[src/hw/rtl/rclt_pkg.sv]
// Package for the row cache LRU tag unit: field widths, op and status codes,
// and the default slot count. No dependencies.
`default_nettype none

package rclt_pkg;

  localparam int unsigned SLOTS_DEF = 8;

  localparam int unsigned OP_W     = 2;
  localparam int unsigned ROW_W    = 16;
  localparam int unsigned ID_W     = 16;
  localparam int unsigned CNT_W    = 16;
  localparam int unsigned STATUS_W = 2;
  localparam int unsigned SLOT_O_W = 3;

  localparam logic [OP_W-1:0] OP_LOOKUP_IDX = 2'd0;
  localparam logic [OP_W-1:0] OP_LOOKUP_ID  = 2'd1;
  localparam logic [OP_W-1:0] OP_FILL       = 2'd2;

  localparam logic [STATUS_W-1:0] STS_HIT    = 2'd0;
  localparam logic [STATUS_W-1:0] STS_MISS   = 2'd1;
  localparam logic [STATUS_W-1:0] STS_RANGE  = 2'd2;
  localparam logic [STATUS_W-1:0] STS_FILLED = 2'd3;

  // Commands from the controller to the datapath.
  typedef struct packed {
    logic capture;  // load the request register from the input beat
    logic commit;   // apply the held request and load the result register
  } rclt_cmd_t;

endpackage

`default_nettype wire

[src/hw/rtl/rclt_ifs.sv]
// Valid/ready channel interfaces for requests and results of the row cache
// LRU tag unit. Depends on rclt_pkg.
`default_nettype none

interface rclt_in_if import rclt_pkg::*; ();
  logic              valid;
  logic              ready;
  logic [OP_W-1:0]   op;
  logic [ROW_W-1:0]  row_index;
  logic              index_known;
  logic [ID_W-1:0]   entry_id;

  modport source (output valid, op, row_index, index_known, entry_id, input ready);
  modport sink   (input valid, op, row_index, index_known, entry_id, output ready);
endinterface

interface rclt_out_if import rclt_pkg::*; ();
  logic                valid;
  logic                ready;
  logic [STATUS_W-1:0] status;
  logic [SLOT_O_W-1:0] slot;

  modport source (output valid, status, slot, input ready);
  modport sink   (input valid, status, slot, output ready);
endinterface

`default_nettype wire

[src/hw/rtl/rclt_ctrl.sv]
// Controller of the row cache LRU tag unit: request-held state, result valid
// and the capture/commit commands. Depends on rclt_pkg.
`default_nettype none

module rclt_ctrl import rclt_pkg::*; (
  input  wire logic      clk,
  input  wire logic      rst_n,
  input  wire logic      in_valid,
  output logic           in_ready,
  output logic           out_valid,
  input  wire logic      out_ready,
  output rclt_cmd_t      cmd,
  output logic           busy
);

  localparam logic ST_IDLE = 1'b0;
  localparam logic ST_HELD = 1'b1;

  logic state_r, state_nxt;
  logic out_valid_r, out_valid_nxt;
  logic out_free;

  // The result register is free when empty or being drained this cycle.
  assign out_free     = !out_valid_r || out_ready;
  assign cmd.commit   = (state_r == ST_HELD) && out_free;
  assign in_ready     = (state_r == ST_IDLE) || out_free;
  assign cmd.capture  = in_valid && in_ready;
  assign out_valid    = out_valid_r;
  assign busy         = (state_r == ST_HELD);

  always_comb begin
    state_nxt = state_r;
    case (state_r)
      ST_IDLE: begin
        if (cmd.capture) state_nxt = ST_HELD;
      end
      ST_HELD: begin
        if (cmd.capture)     state_nxt = ST_HELD;
        else if (cmd.commit) state_nxt = ST_IDLE;
      end
      default: state_nxt = ST_IDLE;
    endcase

    if (cmd.commit)     out_valid_nxt = 1'b1;
    else if (out_ready) out_valid_nxt = 1'b0;
    else                out_valid_nxt = out_valid_r;
  end

  always_ff @(posedge clk) begin
    if (!rst_n) begin
      state_r     <= ST_IDLE;
      out_valid_r <= 1'b0;
    end else begin
      state_r     <= state_nxt;
      out_valid_r <= out_valid_nxt;
    end
  end

endmodule

`default_nettype wire

[src/hw/rtl/rclt_dpath.sv]
// Datapath of the row cache LRU tag unit: request and result registers,
// slot tags and ages, tag compare, victim choice and age update.
// Depends on rclt_pkg.
`default_nettype none

module rclt_dpath import rclt_pkg::*; #(
  parameter int unsigned SLOTS = SLOTS_DEF
) (
  input  wire logic                clk,
  input  wire logic                rst_n,
  input  wire rclt_cmd_t           cmd,
  input  wire logic                cfg_wr_en,
  input  wire logic [CNT_W-1:0]    cfg_wr_data,
  input  wire logic [OP_W-1:0]     in_op,
  input  wire logic [ROW_W-1:0]    in_row_index,
  input  wire logic                in_index_known,
  input  wire logic [ID_W-1:0]     in_entry_id,
  output logic [STATUS_W-1:0]      out_status,
  output logic [SLOT_O_W-1:0]      out_slot
);

  localparam int unsigned SLOT_W  = $clog2(SLOTS);
  localparam int unsigned AGE_W   = SLOT_W;
  localparam int unsigned PRIOR_W = $clog2(SLOTS + 1);

  // Held request.
  logic [OP_W-1:0]  req_op_r;
  logic [ROW_W-1:0] req_row_r;
  logic             req_known_r;
  logic [ID_W-1:0]  req_id_r;

  logic [CNT_W-1:0] catalog_count_r;

  logic [SLOTS-1:0]             slot_valid_r;
  logic [AGE_W-1:0]             slot_age_r [SLOTS];
  logic [ROW_W-1:0]             slot_index_r [SLOTS];
  logic [SLOTS-1:0]             slot_has_index_r;
  logic [ID_W-1:0]              slot_id_r [SLOTS];

  logic [STATUS_W-1:0] out_status_r;
  logic [SLOT_O_W-1:0] out_slot_r;

  logic [SLOTS-1:0] idx_match, id_match, fill_cand, oldest;
  logic             idx_found, id_found, cand_found, oldest_found;
  logic [SLOT_W-1:0] idx_enc, id_enc, cand_enc, oldest_enc;
  logic             in_range;

  logic [STATUS_W-1:0] res_status;
  logic [SLOT_W-1:0]   sel;
  logic                touch;
  logic                write_tags;
  logic [PRIOR_W-1:0]  prior;

  // Lowest set bit wins.
  function automatic logic [SLOT_W-1:0] first_set(input logic [SLOTS-1:0] vec);
    logic [SLOT_W-1:0] pos;
    pos = '0;
    for (int i = SLOTS - 1; i >= 0; i--) begin
      if (vec[i]) pos = SLOT_W'(i);
    end
    return pos;
  endfunction

  always_comb begin
    for (int i = 0; i < SLOTS; i++) begin
      idx_match[i] = slot_valid_r[i] && slot_has_index_r[i] &&
                     (slot_index_r[i] == req_row_r);
      id_match[i]  = slot_valid_r[i] && (slot_id_r[i] == req_id_r);
      fill_cand[i] = !slot_valid_r[i] || (slot_id_r[i] == req_id_r);
      // Valid ages are always a permutation of 0..n-1, so with every slot
      // valid exactly one slot holds the top age.
      oldest[i]    = slot_valid_r[i] && (slot_age_r[i] == AGE_W'(SLOTS - 1));
    end
  end

  assign idx_found    = |idx_match;
  assign id_found     = |id_match;
  assign cand_found   = |fill_cand;
  assign oldest_found = |oldest;
  assign idx_enc      = first_set(idx_match);
  assign id_enc       = first_set(id_match);
  assign cand_enc     = first_set(fill_cand);
  assign oldest_enc   = first_set(oldest);
  assign in_range     = req_row_r < catalog_count_r;

  always_comb begin
    res_status = STS_MISS;
    sel        = '0;
    touch      = 1'b0;
    write_tags = 1'b0;
    case (req_op_r)
      OP_LOOKUP_IDX: begin
        if (!in_range) begin
          res_status = STS_RANGE;
        end else if (idx_found) begin
          res_status = STS_HIT;
          sel        = idx_enc;
          touch      = 1'b1;
        end
      end
      OP_LOOKUP_ID: begin
        if (id_found) begin
          res_status = STS_HIT;
          sel        = id_enc;
          touch      = 1'b1;
        end
      end
      OP_FILL: begin
        res_status = STS_FILLED;
        touch      = 1'b1;
        write_tags = 1'b1;
        if (cand_found)        sel = cand_enc;
        else if (oldest_found) sel = oldest_enc;
      end
      default: res_status = STS_MISS;
    endcase
    // An empty slot counts as older than all others.
    prior = slot_valid_r[sel] ? PRIOR_W'(slot_age_r[sel]) : PRIOR_W'(SLOTS);
  end

  always_ff @(posedge clk) begin
    if (cmd.capture) begin
      req_op_r    <= in_op;
      req_row_r   <= in_row_index;
      req_known_r <= in_index_known;
      req_id_r    <= in_entry_id;
    end
    if (cmd.commit) begin
      out_status_r <= res_status;
      out_slot_r   <= SLOT_O_W'(sel);
      if (write_tags) begin
        slot_id_r[sel]        <= req_id_r;
        slot_has_index_r[sel] <= req_known_r;
        slot_index_r[sel]     <= req_known_r ? req_row_r : '0;
      end
    end
  end

  always_ff @(posedge clk) begin
    if (!rst_n) begin
      catalog_count_r <= '0;
      slot_valid_r    <= '0;
      for (int i = 0; i < SLOTS; i++) slot_age_r[i] <= '0;
    end else begin
      if (cfg_wr_en) catalog_count_r <= cfg_wr_data;
      if (cmd.commit && touch) begin
        for (int i = 0; i < SLOTS; i++) begin
          if (SLOT_W'(i) == sel) begin
            slot_age_r[i]   <= '0;
            slot_valid_r[i] <= 1'b1;
          end else if (slot_valid_r[i] && (PRIOR_W'(slot_age_r[i]) < prior)) begin
            slot_age_r[i] <= slot_age_r[i] + 1'b1;
          end
        end
      end
    end
  end

  assign out_status = out_status_r;
  assign out_slot   = out_slot_r;

endmodule

`default_nettype wire

[src/hw/rtl/row_cache_lru_tags_unit.sv]
// Channel     Dir  Payload                                     Handshake
// in_ch       in   op, row_index, index_known, entry_id        valid/ready
// out_ch      out  status, slot                                valid/ready
// cfg         in   cfg_wr_data (catalog_count)                 cfg_wr_en
//
// Each request beat is captured into the request register, then all slots are
// compared in parallel and the tags, ages and result register update when the
// held request commits. One beat per cycle is sustained while out_ch drains.
// When the result register is full and not taken, the held request waits and
// in_ch stalls. Synchronous reset empties every slot and clears catalog_count.
//
// Top level of the row cache LRU tag unit. Depends on rclt_pkg, rclt_ifs,
// rclt_ctrl and rclt_dpath.
`default_nettype none

module row_cache_lru_tags_unit import rclt_pkg::*; #(
  parameter int unsigned SLOTS = SLOTS_DEF
) (
  input  wire logic             clk,
  input  wire logic             rst_n,
  rclt_in_if.sink               in_ch,
  rclt_out_if.source            out_ch,
  input  wire logic             cfg_wr_en,
  input  wire logic [CNT_W-1:0] cfg_wr_data
);

  rclt_cmd_t cmd;
  logic      busy;

  rclt_ctrl u_ctrl (
    .clk       (clk),
    .rst_n     (rst_n),
    .in_valid  (in_ch.valid),
    .in_ready  (in_ch.ready),
    .out_valid (out_ch.valid),
    .out_ready (out_ch.ready),
    .cmd       (cmd),
    .busy      (busy)
  );

  rclt_dpath #(
    .SLOTS (SLOTS)
  ) u_dpath (
    .clk            (clk),
    .rst_n          (rst_n),
    .cmd            (cmd),
    .cfg_wr_en      (cfg_wr_en),
    .cfg_wr_data    (cfg_wr_data),
    .in_op          (in_ch.op),
    .in_row_index   (in_ch.row_index),
    .in_index_known (in_ch.index_known),
    .in_entry_id    (in_ch.entry_id),
    .out_status     (out_ch.status),
    .out_slot       (out_ch.slot)
  );

  a_commit_shows_result: assert property (@(posedge clk) disable iff (!rst_n)
    cmd.commit |=> out_ch.valid)
    else $error("result not presented after commit");

  a_accept_holds_request: assert property (@(posedge clk) disable iff (!rst_n)
    (in_ch.valid && in_ch.ready) |=> busy)
    else $error("accepted beat not held");

  a_commit_needs_request: assert property (@(posedge clk) disable iff (!rst_n)
    cmd.commit |-> busy)
    else $error("commit without a held request");

  a_miss_slot_zero: assert property (@(posedge clk) disable iff (!rst_n)
    (out_ch.valid && (out_ch.status == STS_MISS || out_ch.status == STS_RANGE))
      |-> (out_ch.slot == '0))
    else $error("nonzero slot on miss or out of range");

endmodule

`default_nettype wire
[src/flat_wrapper.sv]
// flat-port wrapper written by rule: the top's interface ports become plain ports
module row_cache_lru_tags_unit_flat import rclt_pkg::*;
#(
  parameter int unsigned SLOTS = SLOTS_DEF
)
  (clk, rst_n, cfg_wr_en, cfg_wr_data, in_ch_valid, in_ch_op, in_ch_row_index, in_ch_index_known, in_ch_entry_id, in_ch_ready, out_ch_valid, out_ch_status, out_ch_slot, out_ch_ready);
  rclt_in_if in_ch_i ();
  rclt_out_if out_ch_i ();
  input  wire logic clk;
  input  wire logic rst_n;
  input  wire logic cfg_wr_en;
  input  wire logic [CNT_W-1:0] cfg_wr_data;
  input wire logic [$bits(in_ch_i.valid)-1:0] in_ch_valid;
  input wire logic [$bits(in_ch_i.op)-1:0] in_ch_op;
  input wire logic [$bits(in_ch_i.row_index)-1:0] in_ch_row_index;
  input wire logic [$bits(in_ch_i.index_known)-1:0] in_ch_index_known;
  input wire logic [$bits(in_ch_i.entry_id)-1:0] in_ch_entry_id;
  output wire logic [$bits(in_ch_i.ready)-1:0] in_ch_ready;
  output wire logic [$bits(out_ch_i.valid)-1:0] out_ch_valid;
  output wire logic [$bits(out_ch_i.status)-1:0] out_ch_status;
  output wire logic [$bits(out_ch_i.slot)-1:0] out_ch_slot;
  input wire logic [$bits(out_ch_i.ready)-1:0] out_ch_ready;
  assign in_ch_i.valid = in_ch_valid;
  assign in_ch_i.op = in_ch_op;
  assign in_ch_i.row_index = in_ch_row_index;
  assign in_ch_i.index_known = in_ch_index_known;
  assign in_ch_i.entry_id = in_ch_entry_id;
  assign in_ch_ready = in_ch_i.ready;
  assign out_ch_valid = out_ch_i.valid;
  assign out_ch_status = out_ch_i.status;
  assign out_ch_slot = out_ch_i.slot;
  assign out_ch_i.ready = out_ch_ready;
  row_cache_lru_tags_unit #(.SLOTS(SLOTS)) u_core (.clk(clk), .rst_n(rst_n), .in_ch(in_ch_i), .out_ch(out_ch_i), .cfg_wr_en(cfg_wr_en), .cfg_wr_data(cfg_wr_data));
endmodule
[config.mk]
export PLATFORM = sky130hd
export DESIGN_NAME = row_cache_lru_tags_unit_flat
export DESIGN_NICKNAME = d
export VERILOG_FILES = /design/src/hw/rtl/rclt_pkg.sv /design/src/hw/rtl/rclt_ifs.sv /design/src/hw/rtl/rclt_ctrl.sv /design/src/hw/rtl/rclt_dpath.sv /design/src/hw/rtl/row_cache_lru_tags_unit.sv /design/src/flat_wrapper.sv
export SDC_FILE = /design/constraint.sdc
export NUM_CORES = 1
export LEC_CHECK = 0
export BUFFER_PORTS_ARGS = -buffer_cell sky130_fd_sc_hd__buf_4
export CORE_AREA = 8 8 214 216
export CTS_CLUSTER_DIAMETER = 50
export DETAILED_ROUTE_END_ITERATION = 6
export DIE_AREA = 0 0 222 224
export GPL_ROUTABILITY_DRIVEN = 0
export SLEW_MARGIN = 20
export SYNTH_ARGS = -nofsm -noshare
export SYNTH_HDL_FRONTEND = slang
export SYNTH_SLANG_ARGS = --single-unit
[constraint.sdc]
create_clock -name clk -period 5.35 [get_ports clk]
set_input_delay 1.07 -clock clk [delete_from_list [all_inputs] [get_ports clk]]
set_output_delay 1.07 -clock clk [all_outputs]
set_load 0.1 [all_outputs]
# Word level (Yosys, flattened, before mapping)
# Memories as Yosys holds them, arrays and structs flattened.
# Index checks and enable logic that the tools add are counted.
# classes
n_reduce_logical	79
addsub	8
mux	152
n_bitwise	17
magnitude_cmp	11
n_eq_ne	33
# ops
cell	count
16-bit == test	16
3-bit 2-to-1 mux	53
1-bit 2-to-1 mux	89
1-bit logical AND	44
3-bit by 4-bit < comparator with 1-bit output	8
8-bit OR reduction	4
3-bit by 1-bit adder with 3-bit output, second input constant	8
3-bit == test, second input constant	8
2-bit AND reduction	9
16-bit < comparator	1
16-bit 2-to-1 mux	1
1-bit OR	16
3-bit == test, first input constant	4
1-bit logical OR	10
1-bit zero test	9
3-bit case mux with 3 select lines	1
8-bit bitwise mux	1
2-bit by 3-bit == test with 1-bit output, first input constant	2
2-bit case mux with 3 select lines	1
3-bit by 4-bit < comparator with 1-bit output, second input constant	1
4-bit 2-to-1 mux	1
1-bit binary-select mux with 3-bit select	1
1-bit demux with 3-bit select	1
1-bit by 3-bit == test with 1-bit output, first input constant	1
10 further kinds	10
# word_totals
inputBits	56
memories	3
elab_cells	321
out_inout_bits	7
regBits	74
ramBits	280
# memory_table
name	depth	width	rd	rd_ports_with_merged_regs	wr	line	rtl
u_core.u_dpath.slot_id_r	8	16	8	0	1	rclt_dpath.sv:38	logic [ID_W-1:0] slot_id_r [SLOTS];
u_core.u_dpath.slot_index_r	8	16	8	0	1	rclt_dpath.sv:36	logic [ROW_W-1:0] slot_index_r [SLOTS];
u_core.u_dpath.slot_age_r	8	3	9	0	8	rclt_dpath.sv:35	logic [AGE_W-1:0] slot_age_r [SLOTS];

# Depth between registers and ports, before layout
# Gate-level depths: netlist of the first run.
# An unclocked memory read counts as a cell.
# logic_depth
word_depth	25
depth_mapped	24
mapped_depth_nobuf	22

# Cells and area by module
# A second synthesis of the first run with hierarchy kept.
# unflattened
hier_cells	1249
area_unflattened_um2	16877.4
# modules_own_cells
mod	cells_per_inst	seq_area_each_um2	n_inst	area_each_um2
rclt_dpath	1239	10329.9	1	16766.1
rclt_ctrl	10	40.0	1	111.4

# Worst setup path before layout of the first run
# No wires, ideal clock.
# synth_path
path_kind	reg-to-reg
from	register u_core.u_dpath.req_row_r[13]
to	memory u_core.u_dpath.slot_age_r[0][1] (netlist name), data pin
required_ps	5190
path_stages_with_launch	21
t_arrival_ps	4599
slack_ps	591
path_buffers	1
setup_time_ps	160
cell_sequence	edfxtp_1 ha_1 a21o_1 a21oi_1 o21ai_0 a211oi_1 nor2_1 or4_1 nand2_2 mux2_2 a22oi_2 nand2_1 buf_2 nand2_1 ha_1 a21oi_1 inv_1 nand3_1 a31oi_1 or4_1 nor3b_1
# synth_lines
element	line	rtl
start: declaration	rclt_dpath.sv:28	logic [ROW_W-1:0] req_row_r;
start signal: assignment	rclt_dpath.sv:124	req_row_r <= in_row_index;
end: declaration	rclt_dpath.sv:35	

==> metrics.txt, run 1 <==
# TYPE chip_impl_metric gauge
chip_impl_info{name="rr_startpoint",value="u_core.u_dpath.req_row_r[3]"} 1
chip_impl_metric{name="timing_max_transition_violations_final",unit=""} 0
chip_impl_metric{name="place_inst",unit=""} 1844
chip_impl_metric{name="drt_first_pass_iters",unit=""} 5
chip_impl_metric{name="cts.htree.levels",unit=""} 2
chip_impl_metric{name="worstRegToRegCells",unit=""} 19
chip_impl_metric{name="timing_hold_violations_final",unit=""} 0
chip_impl_metric{name="synthCells",unit=""} 1231
chip_impl_metric{name="place.port_buffers",unit=""} 62
chip_impl_info{name="critical_path.startpoint",value="u_core.u_dpath.req_row_r[3]"} 1
chip_impl_info{name="synth_top_family_by_area",value="XOR/XNOR gates"} 1
chip_impl_metric{name="insertedDiodeCount",unit=""} 0
chip_impl_metric{name="synth_simple_gate_area_share",unit="%"} 10.6
chip_impl_metric{name="postSynthNetCount",unit=""} 1334
chip_impl_metric{name="core_region_area",unit="sq mm"} 0.0425
chip_impl_metric{name="synth.yosys.seq_area_share",unit="%"} 61.9
chip_impl_metric{name="maxSlewHeadroom",unit="%"} 28.4
chip_impl_metric{name="setup_viol",unit=""} 0
chip_impl_metric{name="drive_above_1_share",unit="%"} 19.1
chip_impl_metric{name="post_synth_edffs",unit=""} 328
chip_impl_metric{name="synthXorXnorAreaFrac",unit="%"} 13.4
chip_impl_metric{name="skew",unit="ns"} 0.0113
chip_impl_info{name="postSynth.topFlopCell",value="edfxtp_1"} 1
chip_impl_metric{name="initialDrtViolationCount",unit=""} 878
chip_impl_metric{name="power.density_cell_area",unit="mW/mm^2"} 326
chip_impl_metric{name="globalRouteTotalUtil",unit="%"} 16.6
chip_impl_metric{name="vias_per_cell",unit=""} 5.33
chip_impl_metric{name="wire_length_of_the_first_global_routing_pass",unit="um"} 63400
chip_impl_metric{name="post_drt_wl_per_cell",unit="um"} 21.6
chip_impl_info{name="start_kind",value="flop"} 1
chip_impl_info{name="crit_family",value="simple AND/OR/NAND/NOR gates"} 1
chip_impl_metric{name="grt_max_degree",unit=""} 36
chip_impl_metric{name="floorplan.die.width",unit="um"} 222
chip_impl_metric{name="post-route-drc-count",unit=""} 0
chip_impl_metric{name="ys_async_sr_fraction",unit="%"} 0
chip_impl_metric{name="detail-route-antenna-nets",unit=""} 0
chip_impl_metric{name="ff2ff_setup_slack",unit="ns"} 0.25
chip_impl_metric{name="postPlaceCellArea",unit="sq mm"} 0.0181
chip_impl_metric{name="synth_cell_types",unit=""} 71
chip_impl_metric{name="dp_hpwl",unit="um"} 29000
chip_impl_metric{name="postSynthAreaPerCell",unit="sq um"} 13.6
chip_impl_info{name="layout.cells.most_common",value="edfxtp_1"} 1
chip_impl_metric{name="cp.depth",unit=""} 19
chip_impl_metric{name="cap_violations",unit=""} 0
chip_impl_metric{name="clkLatencyLatePin",unit="ns"} 0.56
chip_impl_info{name="worstHoldPathType",value="reg2reg"} 1
chip_impl_metric{name="ys_seq_elements",unit=""} 354
chip_impl_metric{name="final.period_utilization",unit="%"} 95.3
chip_impl_metric{name="worst_ep_arrival_time",unit="ns"} 5.48
chip_impl_info{name="layout_common_cells",value="edfxtp_1, xnor2_1, buf_4"} 1
chip_impl_metric{name="drt_wl_total",unit="um"} 42400
chip_impl_metric{name="initial_core_utilization",unit="%"} 39.4
chip_impl_metric{name="synth-warning-count",unit=""} 0
chip_impl_info{name="worstPathCellList",value="xor2_1 -> nor4_2 -> nand2_1 -> o32ai_1 -> buf_4 -> nor2_1 -> or4_1 -> nand2_2 -> mux2_2 -> a22oi_2 -> nand2_1 -> nand2_1 -> ha_1 -> a21oi_1 -> inv_1 -> nand3_1 -> a31oi_1 -> or4_1 -> nor3b_1"} 1
chip_impl_metric{name="areaGrowthSynthToFinish",unit="%"} 19.6
chip_impl_metric{name="whs",unit="ns"} 0.499
chip_impl_metric{name="synth_compound_area_share",unit="%"} 5.96
chip_impl_metric{name="achievable-frequency",unit="GHz"} 0.196
chip_impl_info{name="cts_root_buf",value="clkbuf_16"} 1
chip_impl_info{name="crit_type",value="reg2reg"} 1
chip_impl_metric{name="cts.sink_count",unit=""} 354
chip_impl_metric{name="design.final.nets",unit=""} 1487
chip_impl_metric{name="cts.hold.buffers_added",unit=""} 0
chip_impl_metric{name="critical_path_peak_fanout",unit=""} 6
chip_impl_metric{name="boundaryPins",unit=""} 63
chip_impl_info{name="critical-path-slowest-cell",value="edfxtp_1"} 1
chip_impl_metric{name="core.rowCount",unit=""} 76
chip_impl_metric{name="num_cts_buffers",unit=""} 44
chip_impl_metric{name="dieHeight",unit="um"} 224
chip_impl_metric{name="irDropWorstVdd",unit="mV"} 0.165
chip_impl_metric{name="slowest_delay",unit="ns"} 0.57
chip_impl_info{name="path_common_cell",value="nand2_1"} 1
chip_impl_metric{name="adder_and_majority_cell_fraction_of_the_synthesized_area",unit="%"} 3.51
chip_impl_metric{name="netlist_area_pre_place",unit="sq mm"} 0.0168
chip_impl_info{name="critPathCaptureType",value="flop"} 1
chip_impl_metric{name="tightestPinTransition",unit="ns"} 1.07
chip_impl_info{name="status",value="completed"} 1
chip_impl_metric{name="min_period",unit="ns"} 5.10
chip_impl_info{name="synth_area_leaders",value="edfxtp_1, xnor2_1, xor2_1"} 1
chip_impl_metric{name="path_buf_inv",unit=""} 2
chip_impl_metric{name="power_leakage",unit="nW"} 6.91
chip_impl_metric{name="grt_pass1_vias",unit=""} 10200
chip_impl_metric{name="finalCoreUtilization",unit="%"} 47.2
chip_impl_metric{name="final_design_area_no_fill",unit="sq mm"} 0.0200
chip_impl_metric{name="synthDominantCellAreaShare",unit="%"} 58.8
chip_impl_info{name="r2r_end",value="u_core.u_dpath.slot_age_r[0][2]"} 1
chip_impl_metric{name="muxShareOfSynthArea",unit="%"} 1.80
chip_impl_metric{name="post_layout_nonfiller_instances",unit=""} 1961
chip_impl_info{name="crit_path_end",value="u_core.u_dpath.slot_age_r[0][2]"} 1
chip_impl_info{name="cts_tree",value="built"} 1
chip_impl_metric{name="hold-path-cell-count",unit=""} 2
chip_impl_metric{name="crit_required",unit="ns"} 5.73
chip_impl_metric{name="cts_max_path_buffers",unit=""} 3
chip_impl_metric{name="global_route.overflow_total",unit=""} 0
chip_impl_metric{name="clkTransAtPathRegs",unit="ns"} 0.06
chip_impl_metric{name="floorplan.die_area",unit="sq mm"} 0.0497
chip_impl_info{name="post-synth-top-area-cell",value="edfxtp_1"} 1
chip_impl_metric{name="initial_antenna_violation_count",unit=""} 0
chip_impl_metric{name="via_total_after_detailed_routing",unit=""} 10500
sequential cells by signal (all words and copies together), names as in the netlist:
register,flops
u_core.u_dpath.slot_valid_r,8
u_core.u_ctrl.busy,1
u_core.u_dpath.req_id_r,16
u_core.u_dpath.slot_has_index_r,8
u_core.u_dpath.out_status,2
u_core.u_dpath.req_known_r,1
u_core.u_ctrl.out_valid,1
u_core.u_dpath.catalog_count_r,16
u_core.u_dpath.out_slot,3
u_core.u_dpath.req_row_r,16
u_core.u_dpath.req_op_r,2
u_core.u_dpath.slot_index_r,128
u_core.u_dpath.slot_age_r,24
u_core.u_dpath.slot_id_r,128
repair_timing:
item / in CTS / in global routing
setup buffers: 0 / 40
gates resized for setup: 0 / 10
setup endpoints to repair: 0 / 18
per-layer routing:
| metal | vias to the layer above | GRT usage [%] | routed length, um |
|---|---|---|---|
| met1 | 5210 | 22.7 | 19400 |
| li1 | 4882 | - | - |
| met4 | 0 | 4.83 | 872 |
| met3 | 59 | 3.18 | 2220 |
| met5 | - | 0 | 0 |
| met2 | 300 | 26.7 | 19900 |
power by group:
part / switching, mW / internal, mW
clock network: 1.19 / 1.80
logic: 0.247 / 0.187
registers: 0.0379 / 3.06
Yosys cell counts, drive strengths merged (5+ instances only):
library cell and count:
buf 41, nor2b 9, nor2 66, o211ai 9, a21oi 29, nor4 36, nand2 51, clkbuf 14
a31oi 7, nand3 21, inv 34, nand4 41, edfxtp 328, nor3b 7, a21o 7, xor2 99
o2111a 5, and3 8, o21a 6, mux2i 23, dfxtp 26, and2 23, mux2 6, xnor2 157
o21ai 20, a22oi 6, or4 5, o211a 6, nor3 27, ha 47, nand2b 8, o32a 5
worst reg2reg max path: stages (launching register included):
cell and delay, ns:
edfxtp_1 0.57, xor2_1 0.24, nor4_2 0.44, nand2_1 0.10, o32ai_1 0.32, buf_4 0.18, nor2_1 0.04, or4_1 0.48
nand2_2 0.18, mux2_2 0.40, a22oi_2 0.17, nand2_1 0.13, nand2_1 0.16, ha_1 0.28, a21oi_1 0.20, inv_1 0.09
nand3_1 0.09, a31oi_1 0.08, or4_1 0.57, nor3b_1 0.21
cell type report:
cell class                      count  area [sq um]
Fill cell                        3700         22500
Inverter                           35           131
Clock buffer                       50          1140
Multi-Input combinational cell    787          6010
Clock inverter                     27           317
Timing Repair Buffer              162          1390
Sequential cell                   354         10400
Tap cell                          546           683
metrics by stage:
stage / worst slack [ns] / setup TNS [ns] / total power, mW
after detailed placement: 0.169 / 0 / 3.56
final: 0.253 / 0 / 6.53
after global routing: -0.00769 / -0.0130 / 6.74
after CTS: 0.149 / 0 / 6.56
after global placement: 0.193 / 0 / 3.56
after floorplan: 0.591 / 0 / 3.41
worst min path at each step:
stage / from / slack [ns] / to
3_5_place_dp: u_core.u_dpath.catalog_count_r[11] / 0.49 / u_core.u_dpath.catalog_count_r[11]
2_1_floorplan: u_core.u_dpath.catalog_count_r[10] / 0.46 / u_core.u_dpath.catalog_count_r[10]
4_1_cts: u_core.u_dpath.catalog_count_r[11] / 0.50 / u_core.u_dpath.catalog_count_r[11]
3_3_place_gp: u_core.u_dpath.catalog_count_r[8] / 0.48 / u_core.u_dpath.catalog_count_r[8]
5_1_grt: u_core.u_dpath.catalog_count_r[11] / 0.52 / u_core.u_dpath.catalog_count_r[11]
6_report: u_core.u_dpath.catalog_count_r[2] / 0.50 / u_core.u_dpath.catalog_count_r[2]
cell families (layout without fill, tap and decap cells):
logic type,count (synthesis),count (layout)
buf+inv,90,274
simple gates,320,320
xor+xnor,256,256
compound gates,135,135
mux,29,29
flops,354,354
fa+ha+maj,47,47
Power figures use the tool's default switching activity.
==> run 2, diff against run 1 <==
CORE_AREA = 2 2 208 210   (was 8 8 214 216)
DIE_AREA = 0 0 210 212   (was 0 0 222 224)
clock period = 4.2 ns   (was 5.35 ns; I/O delays follow)
==> run 2 against run 1 <==
Effect of this change:
- the run now ends with setup timing left
- clock-buffer cell count increased by 5
- register-to-register slack got worse by 0.67 ns
- clock skew increased by 0.026 ns
- combinational power grew 67%
- critical path type unchanged
- largest power group unchanged
- highest routed layer unchanged
==> metrics.txt, run 2 (same netlist as run 1, synthesis figures left out) <==
# TYPE chip_impl_metric gauge
chip_impl_info{name="status",value="complete, but fails checks"} 1
chip_impl_info{name="failed_checks",value="setup timing"} 1
chip_impl_info{name="crit_type",value="reg2reg"} 1
chip_impl_metric{name="critical_path_peak_fanout",unit=""} 7
chip_impl_metric{name="clkTransAtPathRegs",unit="ns"} 0.06
chip_impl_info{name="worstHoldPathType",value="in2reg"} 1
chip_impl_metric{name="floorplan.die_area",unit="sq mm"} 0.0445
chip_impl_metric{name="cap_violations",unit=""} 0
chip_impl_metric{name="maxSlewHeadroom",unit="%"} 45.7
chip_impl_metric{name="grt_pass1_vias",unit=""} 11100
chip_impl_metric{name="design.final.nets",unit=""} 1671
chip_impl_metric{name="core.rowCount",unit=""} 76
chip_impl_metric{name="power.density_cell_area",unit="mW/mm^2"} 373
chip_impl_metric{name="cts_max_path_buffers",unit=""} 3
chip_impl_info{name="hp-start",value="in_ch_entry_id[0]"} 1
chip_impl_metric{name="post-route-drc-count",unit=""} 0
chip_impl_info{name="layout_common_cells",value="edfxtp_1, buf_4, xnor2_1"} 1
chip_impl_metric{name="initialDrtViolationCount",unit=""} 966
chip_impl_metric{name="drt_wl_total",unit="um"} 45600
chip_impl_metric{name="worst_ep_arrival_time",unit="ns"} 5.00
chip_impl_metric{name="fin_ws",unit="ns"} -0.420
chip_impl_metric{name="dieHeight",unit="um"} 212
chip_impl_info{name="r2r_end",value="u_core.u_dpath.slot_age_r[1][0]"} 1
chip_impl_metric{name="finalCoreUtilization",unit="%"} 53.8
chip_impl_metric{name="drt_first_pass_iters",unit=""} 5
chip_impl_metric{name="postPlaceCellArea",unit="sq mm"} 0.0197
chip_impl_metric{name="dp_hpwl",unit="um"} 30600
chip_impl_info{name="rr_startpoint",value="u_core.u_dpath.req_id_r[12]"} 1
chip_impl_metric{name="post_drt_wl_per_cell",unit="um"} 21.2
chip_impl_metric{name="insertedDiodeCount",unit=""} 0
chip_impl_metric{name="final.period_utilization",unit="%"} 110
chip_impl_metric{name="timing_max_transition_violations_final",unit=""} 0
chip_impl_metric{name="place.port_buffers",unit=""} 62
chip_impl_metric{name="initial_core_utilization",unit="%"} 39.4
chip_impl_metric{name="wire_length_of_the_first_global_routing_pass",unit="um"} 66700
chip_impl_metric{name="globalRouteTotalUtil",unit="%"} 20.1
chip_impl_metric{name="whs",unit="ns"} 0.435
chip_impl_metric{name="global_route.overflow_total",unit=""} 0
chip_impl_metric{name="grt_max_degree",unit=""} 36
chip_impl_metric{name="via_total_after_detailed_routing",unit=""} 11300
chip_impl_metric{name="drive_above_1_share",unit="%"} 37.2
chip_impl_metric{name="skew",unit="ns"} 0.0374
chip_impl_info{name="grt_setup_unrepaired",value="true"} 1
chip_impl_info{name="reg_top3",value="u_core.u_dpath.slot_id_r x128, u_core.u_dpath.slot_index_r x128, u_core.u_dpath.slot_age_r x24"} 1
chip_impl_metric{name="hold-path-cell-count",unit=""} 1
chip_impl_metric{name="cts.htree.levels",unit=""} 2
chip_impl_info{name="cts_tree",value="built"} 1
chip_impl_metric{name="crit_required",unit="ns"} 4.58
chip_impl_metric{name="cts.hold.buffers_added",unit=""} 0
chip_impl_info{name="critPathCaptureType",value="flop"} 1
chip_impl_metric{name="core_region_area",unit="sq mm"} 0.0425
chip_impl_metric{name="clkLatencyLatePin",unit="ns"} 0.58
chip_impl_info{name="start_kind",value="flop"} 1
chip_impl_metric{name="areaGrowthSynthToFinish",unit="%"} 36.4
chip_impl_metric{name="irDropWorstVdd",unit="mV"} 0.345
chip_impl_metric{name="power_leakage",unit="nW"} 8.22
chip_impl_metric{name="power_total",unit="mW"} 8.52
chip_impl_metric{name="cts.sink_count",unit=""} 354
chip_impl_metric{name="vias_per_cell",unit=""} 5.24
chip_impl_info{name="holdPathEnd",value="u_core.u_dpath.req_id_r[0]"} 1
chip_impl_info{name="layout.cells.most_common",value="edfxtp_1"} 1
chip_impl_metric{name="timing_hold_violations_final",unit=""} 0
chip_impl_metric{name="initial_antenna_violation_count",unit=""} 0
chip_impl_metric{name="achievable-frequency",unit="GHz"} 0.216
chip_impl_info{name="cts_root_buf",value="clkbuf_16"} 1
chip_impl_metric{name="setup_viol",unit=""} 45
chip_impl_metric{name="final_design_area_no_fill",unit="sq mm"} 0.0229
chip_impl_metric{name="boundaryPins",unit=""} 63
chip_impl_metric{name="min_period",unit="ns"} 4.62
chip_impl_metric{name="detail-route-antenna-nets",unit=""} 0
chip_impl_metric{name="tightestPinTransition",unit="ns"} 0.812
chip_impl_metric{name="num_cts_buffers",unit=""} 46
chip_impl_metric{name="tns",unit="ns"} -9.94
chip_impl_metric{name="floorplan.die.width",unit="um"} 210
chip_impl_metric{name="worstRegToRegCells",unit=""} 21
chip_impl_metric{name="ff2ff_setup_slack",unit="ns"} -0.42
run 2: cell count changes in the layout (fill, tap and decap cells not counted), sizes merged:
cell | previous run | this run
inv | 41 | 43
bufinv | 5 | 4
buf | 162 | 340
clkbuf | 50 | 59
clkinvlp | 2 | 0
clkinv | 14 | 15
run 2: power breakdown:
group / switching (mW) / internal, mW / total (mW)
Combinational: 0.383 / 0.340 / 0.723
Sequential: 0.0324 / 3.90 / 3.94
Clock: 1.54 / 2.32 / 3.86
run 2: how the worst max path moves through the flow:
stage,startpoint,endpoint
after floorplan,u_core.u_dpath.req_id_r[4],u_core.u_dpath.slot_age_r[0][1]
after global placement,u_core.u_dpath.req_row_r[10],u_core.u_dpath.slot_age_r[0][1]
after detailed placement,u_core.u_dpath.req_row_r[12],u_core.u_dpath.slot_age_r[3][1]
after CTS,u_core.u_dpath.req_row_r[7],u_core.u_dpath.slot_age_r[1][1]
after global routing,u_core.u_dpath.req_id_r[12],u_core.u_dpath.slot_age_r[1][0]
final,u_core.u_dpath.req_id_r[12],u_core.u_dpath.slot_age_r[1][0]
run 2: final cells by class:
class	instances	area (sq um)
Timing Repair Buffer	344	3120
Clock buffer	55	1210
Inverter	35	138
Sequential cell	354	10400
Multi-Input combinational cell	787	7070
Tap cell	546	683
Fill cell	3452	19600
Clock inverter	27	287
run 2: timing repair:
| action | CTS | global route |
|---|---|---|
| setup endpoints to repair | 73 | 48 |
| buffers inserted | 30 | 35 |
| cloned | 0 | 4 |
| gates resized for setup | 101 | 99 |
| pin swaps | 65 | 71 |
run 2: stage by stage:
step           std cells  setup WS (ns)
6_report            2148         -0.420
5_1_grt             2148         -0.572
4_1_cts             2110         -0.321
3_5_place_dp        1998         -0.654
3_3_place_gp        1998         -0.608
2_1_floorplan       1231         -0.221
run 2: layer usage:
layer  GRT usage, %  part of all wire, %  vias up
met5              0                    0        -
met4           7.65                  3.1        0
met3           3.35                  5.5       88
met2           32.1                   47      296
met1           27.5                   45     5613
li1               -                    -     5261
run 2: critical path, cell delays in order (launching register included):
cell      delay (ns)
edfxtp_1        0.44
buf_6           0.15
buf_4           0.14
xnor2_2         0.12
nand4_1         0.14
o41a_1          0.31
and2_4          0.21
nand2_1         0.05
or3b_1          0.38
a32o_2          0.30
or2_4           0.31
buf_6           0.13
nand2_1         0.07
o211ai_1        0.13
o21ai_2         0.11
nand2_4         0.10
buf_12          0.15
buf_6           0.11
ha_4            0.14
or3_4           0.39
o221a_4         0.31
nor4_4          0.26
==> run 3, diff against run 2 <==
CELL_PAD_IN_SITES_DETAIL_PLACEMENT = 1   (was unset)
CELL_PAD_IN_SITES_GLOBAL_PLACEMENT = 2   (was unset)
PLACE_DENSITY_LB_ADDON = 0.1   (was unset)
==> run 3 against run 2 <==
Effect of this change:
- the flow still finishes with violations (setup timing)
- sequential cell count unchanged
- via count up 1.4%
- critical path depth up 3
- combinational power up 6.2%
- first-iteration DRC count down 43%
- clock skew down 0.016 ns
- sequential share of layout area down 0.86 points
- die area unchanged
- worst setup slack worse by 0.18 ns
- sequential power about the same
- clock power about the same
- critical endpoint is now u_core.u_dpath.slot_age_r[0][0]
==> metrics.txt, run 3 (same netlist as run 1, synthesis figures left out) <==
# TYPE chip_impl_metric gauge
chip_impl_metric{name="areaGrowthSynthToFinish",unit="%"} 39.1
chip_impl_info{name="start_kind",value="flop"} 1
chip_impl_metric{name="floorplan.die.width",unit="um"} 210
chip_impl_metric{name="dieHeight",unit="um"} 212
chip_impl_metric{name="cap_violations",unit=""} 0
chip_impl_metric{name="final.period_utilization",unit="%"} 114
chip_impl_info{name="r2r_end",value="u_core.u_dpath.slot_age_r[0][0]"} 1
chip_impl_info{name="holdPathEnd",value="u_core.u_dpath.req_row_r[2]"} 1
chip_impl_info{name="critical-path-slowest-cell",value="or4_4"} 1
chip_impl_metric{name="tightestPinTransition",unit="ns"} 0.823
chip_impl_metric{name="core_region_area",unit="sq mm"} 0.0425
chip_impl_info{name="cts_root_buf",value="clkbuf_16"} 1
chip_impl_metric{name="post-route-drc-count",unit=""} 0
chip_impl_info{name="path_common_cell",value="buf_4"} 1
chip_impl_metric{name="place.port_buffers",unit=""} 62
chip_impl_metric{name="cts.htree.levels",unit=""} 2
chip_impl_metric{name="initial_antenna_violation_count",unit=""} 0
chip_impl_metric{name="floorplan.die_area",unit="sq mm"} 0.0445
chip_impl_metric{name="post_layout_nonfiller_instances",unit=""} 2208
chip_impl_metric{name="drt_first_pass_iters",unit=""} 6
chip_impl_info{name="reg_top3",value="u_core.u_dpath.slot_id_r x128, u_core.u_dpath.slot_index_r x128, u_core.u_dpath.slot_age_r x24"} 1
chip_impl_metric{name="detail-route-antenna-nets",unit=""} 0
chip_impl_metric{name="power.density_cell_area",unit="mW/mm^2"} 367
chip_impl_info{name="cts_tree",value="built"} 1
chip_impl_metric{name="grt_max_degree",unit=""} 35
chip_impl_metric{name="tns",unit="ns"} -17.51
chip_impl_metric{name="vias_per_cell",unit=""} 5.17
chip_impl_info{name="grt_setup_unrepaired",value="true"} 1
chip_impl_metric{name="hold-path-cell-count",unit=""} 1
chip_impl_metric{name="design.final.nets",unit=""} 1730
chip_impl_metric{name="worst_ep_arrival_time",unit="ns"} 5.22
chip_impl_metric{name="post_drt_wl_per_cell",unit="um"} 23.0
chip_impl_metric{name="min_period",unit="ns"} 4.80
chip_impl_info{name="worstHoldPathType",value="in2reg"} 1
chip_impl_metric{name="fin_ws",unit="ns"} -0.605
chip_impl_metric{name="timing_hold_violations_final",unit=""} 0
chip_impl_metric{name="slowest_delay",unit="ns"} 0.46
chip_impl_info{name="layout.cells.most_common",value="buf_4"} 1
chip_impl_info{name="status",value="complete, but fails checks"} 1
chip_impl_metric{name="clkLatencyLatePin",unit="ns"} 0.59
chip_impl_metric{name="ff2ff_setup_slack",unit="ns"} -0.60
chip_impl_metric{name="crit_required",unit="ns"} 4.62
chip_impl_metric{name="cts.sink_count",unit=""} 354
chip_impl_metric{name="worstRegToRegCells",unit=""} 24
chip_impl_metric{name="num_cts_buffers",unit=""} 44
chip_impl_info{name="worstPathCellList",value="buf_4 -> xnor2_2 -> nand4_1 -> buf_4 -> nor4_2 -> buf_4 -> a22oi_1 -> nand2b_1 -> a21o_1 -> and2_4 -> inv_4 -> buf_12 -> mux2_4 -> o211ai_1 -> o21ai_2 -> nand2_4 -> ha_4 -> a21oi_4 -> buf_6 -> buf_4 -> buf_4 -> nor2_1 -> or4_4 -> nor3_2"} 1
chip_impl_metric{name="whs",unit="ns"} 0.430
chip_impl_metric{name="globalRouteTotalUtil",unit="%"} 23.0
chip_impl_metric{name="finalCoreUtilization",unit="%"} 54.8
chip_impl_metric{name="maxSlewHeadroom",unit="%"} 45.0
chip_impl_info{name="critPathCaptureType",value="flop"} 1
chip_impl_metric{name="initial_core_utilization",unit="%"} 39.4
chip_impl_info{name="failed_checks",value="setup timing"} 1
chip_impl_metric{name="dp_worst_setup_slack",unit="ns"} -0.709
chip_impl_metric{name="core.rowCount",unit=""} 76
chip_impl_info{name="rr_startpoint",value="u_core.u_dpath.req_id_r[1]"} 1
chip_impl_metric{name="boundaryPins",unit=""} 63
chip_impl_metric{name="via_total_after_detailed_routing",unit=""} 11400
chip_impl_metric{name="postPlaceCellArea",unit="sq mm"} 0.0202
chip_impl_metric{name="skew",unit="ns"} 0.0215
chip_impl_metric{name="place_inst",unit=""} 2051
chip_impl_metric{name="power_leakage",unit="nW"} 8.48
chip_impl_metric{name="drive_above_1_share",unit="%"} 39.2
chip_impl_metric{name="clkTransAtPathRegs",unit="ns"} 0.06
chip_impl_metric{name="setup_viol",unit=""} 48
chip_impl_metric{name="wire_length_of_the_first_global_routing_pass",unit="um"} 75800
chip_impl_metric{name="drt_wl_total",unit="um"} 50800
chip_impl_metric{name="achievable-frequency",unit="GHz"} 0.208
chip_impl_metric{name="irDropWorstVdd",unit="mV"} 0.365
chip_impl_metric{name="grt_pass1_vias",unit=""} 12200
chip_impl_metric{name="initialDrtViolationCount",unit=""} 548
chip_impl_info{name="hp-start",value="in_ch_row_index[2]"} 1
chip_impl_metric{name="insertedDiodeCount",unit=""} 0
chip_impl_metric{name="cts_max_path_buffers",unit=""} 3
chip_impl_metric{name="power_total",unit="mW"} 8.57
chip_impl_metric{name="final_design_area_no_fill",unit="sq mm"} 0.0233
chip_impl_metric{name="dp_hpwl",unit="um"} 34700
chip_impl_metric{name="timing_max_transition_violations_final",unit=""} 0
chip_impl_metric{name="critical_path_peak_fanout",unit=""} 6
chip_impl_info{name="layout_common_cells",value="buf_4, edfxtp_1, xnor2_1"} 1
chip_impl_info{name="crit_type",value="reg2reg"} 1
chip_impl_metric{name="global_route.overflow_total",unit=""} 0
==> run 3: where the power goes <==
group	total [mW]	switching, mW	internal, mW	leakage [nW]
sequential	3.93	0.0309	3.90	3.24
clock	3.86	1.55	2.31	0.720
combinational	0.768	0.402	0.366	4.52
total	8.57	1.99	6.58	8.48
==> run 3: final cells by class <==
class | instances | area, sq um
Clock buffer | 49 | 1160
Fill cell | 4152 | 19200
Sequential cell | 354 | 10400
Tap cell | 546 | 683
Multi-Input combinational cell | 788 | 7050
Inverter | 35 | 134
Timing Repair Buffer | 404 | 3600
Clock inverter | 32 | 312
==> run 3: worst max-delay path, delay by kind of cell (launching register included) <==
kind / cells / cell delay, ns
fa+ha+maj: 1 / 0.23
xor+xnor: 1 / 0.15
simple gates: 8 / 1.65
buf+inv: 8 / 1.06
compound gates: 5 / 0.81
mux: 1 / 0.31
flops: 1 / 0.43
==> run 3: how the worst max path moves through the flow <==
| stage | start | endpoint | slack, ns | cells after the start |
|---|---|---|---|---|
| after detailed placement | u_core.u_dpath.req_id_r[1] | u_core.u_dpath.slot_age_r[2][1] | -0.71 | 21 |
| after global routing | u_core.u_dpath.req_id_r[13] | u_core.u_dpath.slot_age_r[0][0] | -0.77 | 23 |
| after CTS | u_core.u_dpath.req_id_r[12] | u_core.u_dpath.slot_age_r[0][0] | -0.47 | 22 |
| after global placement | u_core.u_dpath.req_id_r[1] | u_core.u_dpath.slot_age_r[0][1] | -0.58 | 21 |
| final | u_core.u_dpath.req_id_r[1] | u_core.u_dpath.slot_age_r[0][0] | -0.60 | 24 |
| after floorplan | u_core.u_dpath.req_id_r[4] | u_core.u_dpath.slot_age_r[0][1] | -0.22 | 22 |
==> run 3: metal layers <==
metal | up-vias | GRT usage, % | wire, um
li1 | 5360 | - | -
met1 | 5803 | 29.8 | 22000
met2 | 181 | 40.2 | 25700
met3 | 76 | 3.38 | 1560
met4 | 0 | 6.73 | 1460
met5 | - | 0 | 0
==> run 3: repair_timing <==
item | in CTS | in global routing
endpoints found under the setup margin | 48 | 114
gates resized for setup | 111 | 89
pin swaps | 55 | 53
hold buffers | 0 | 0
buffers inserted | 52 | 26
cloned | 1 | 1
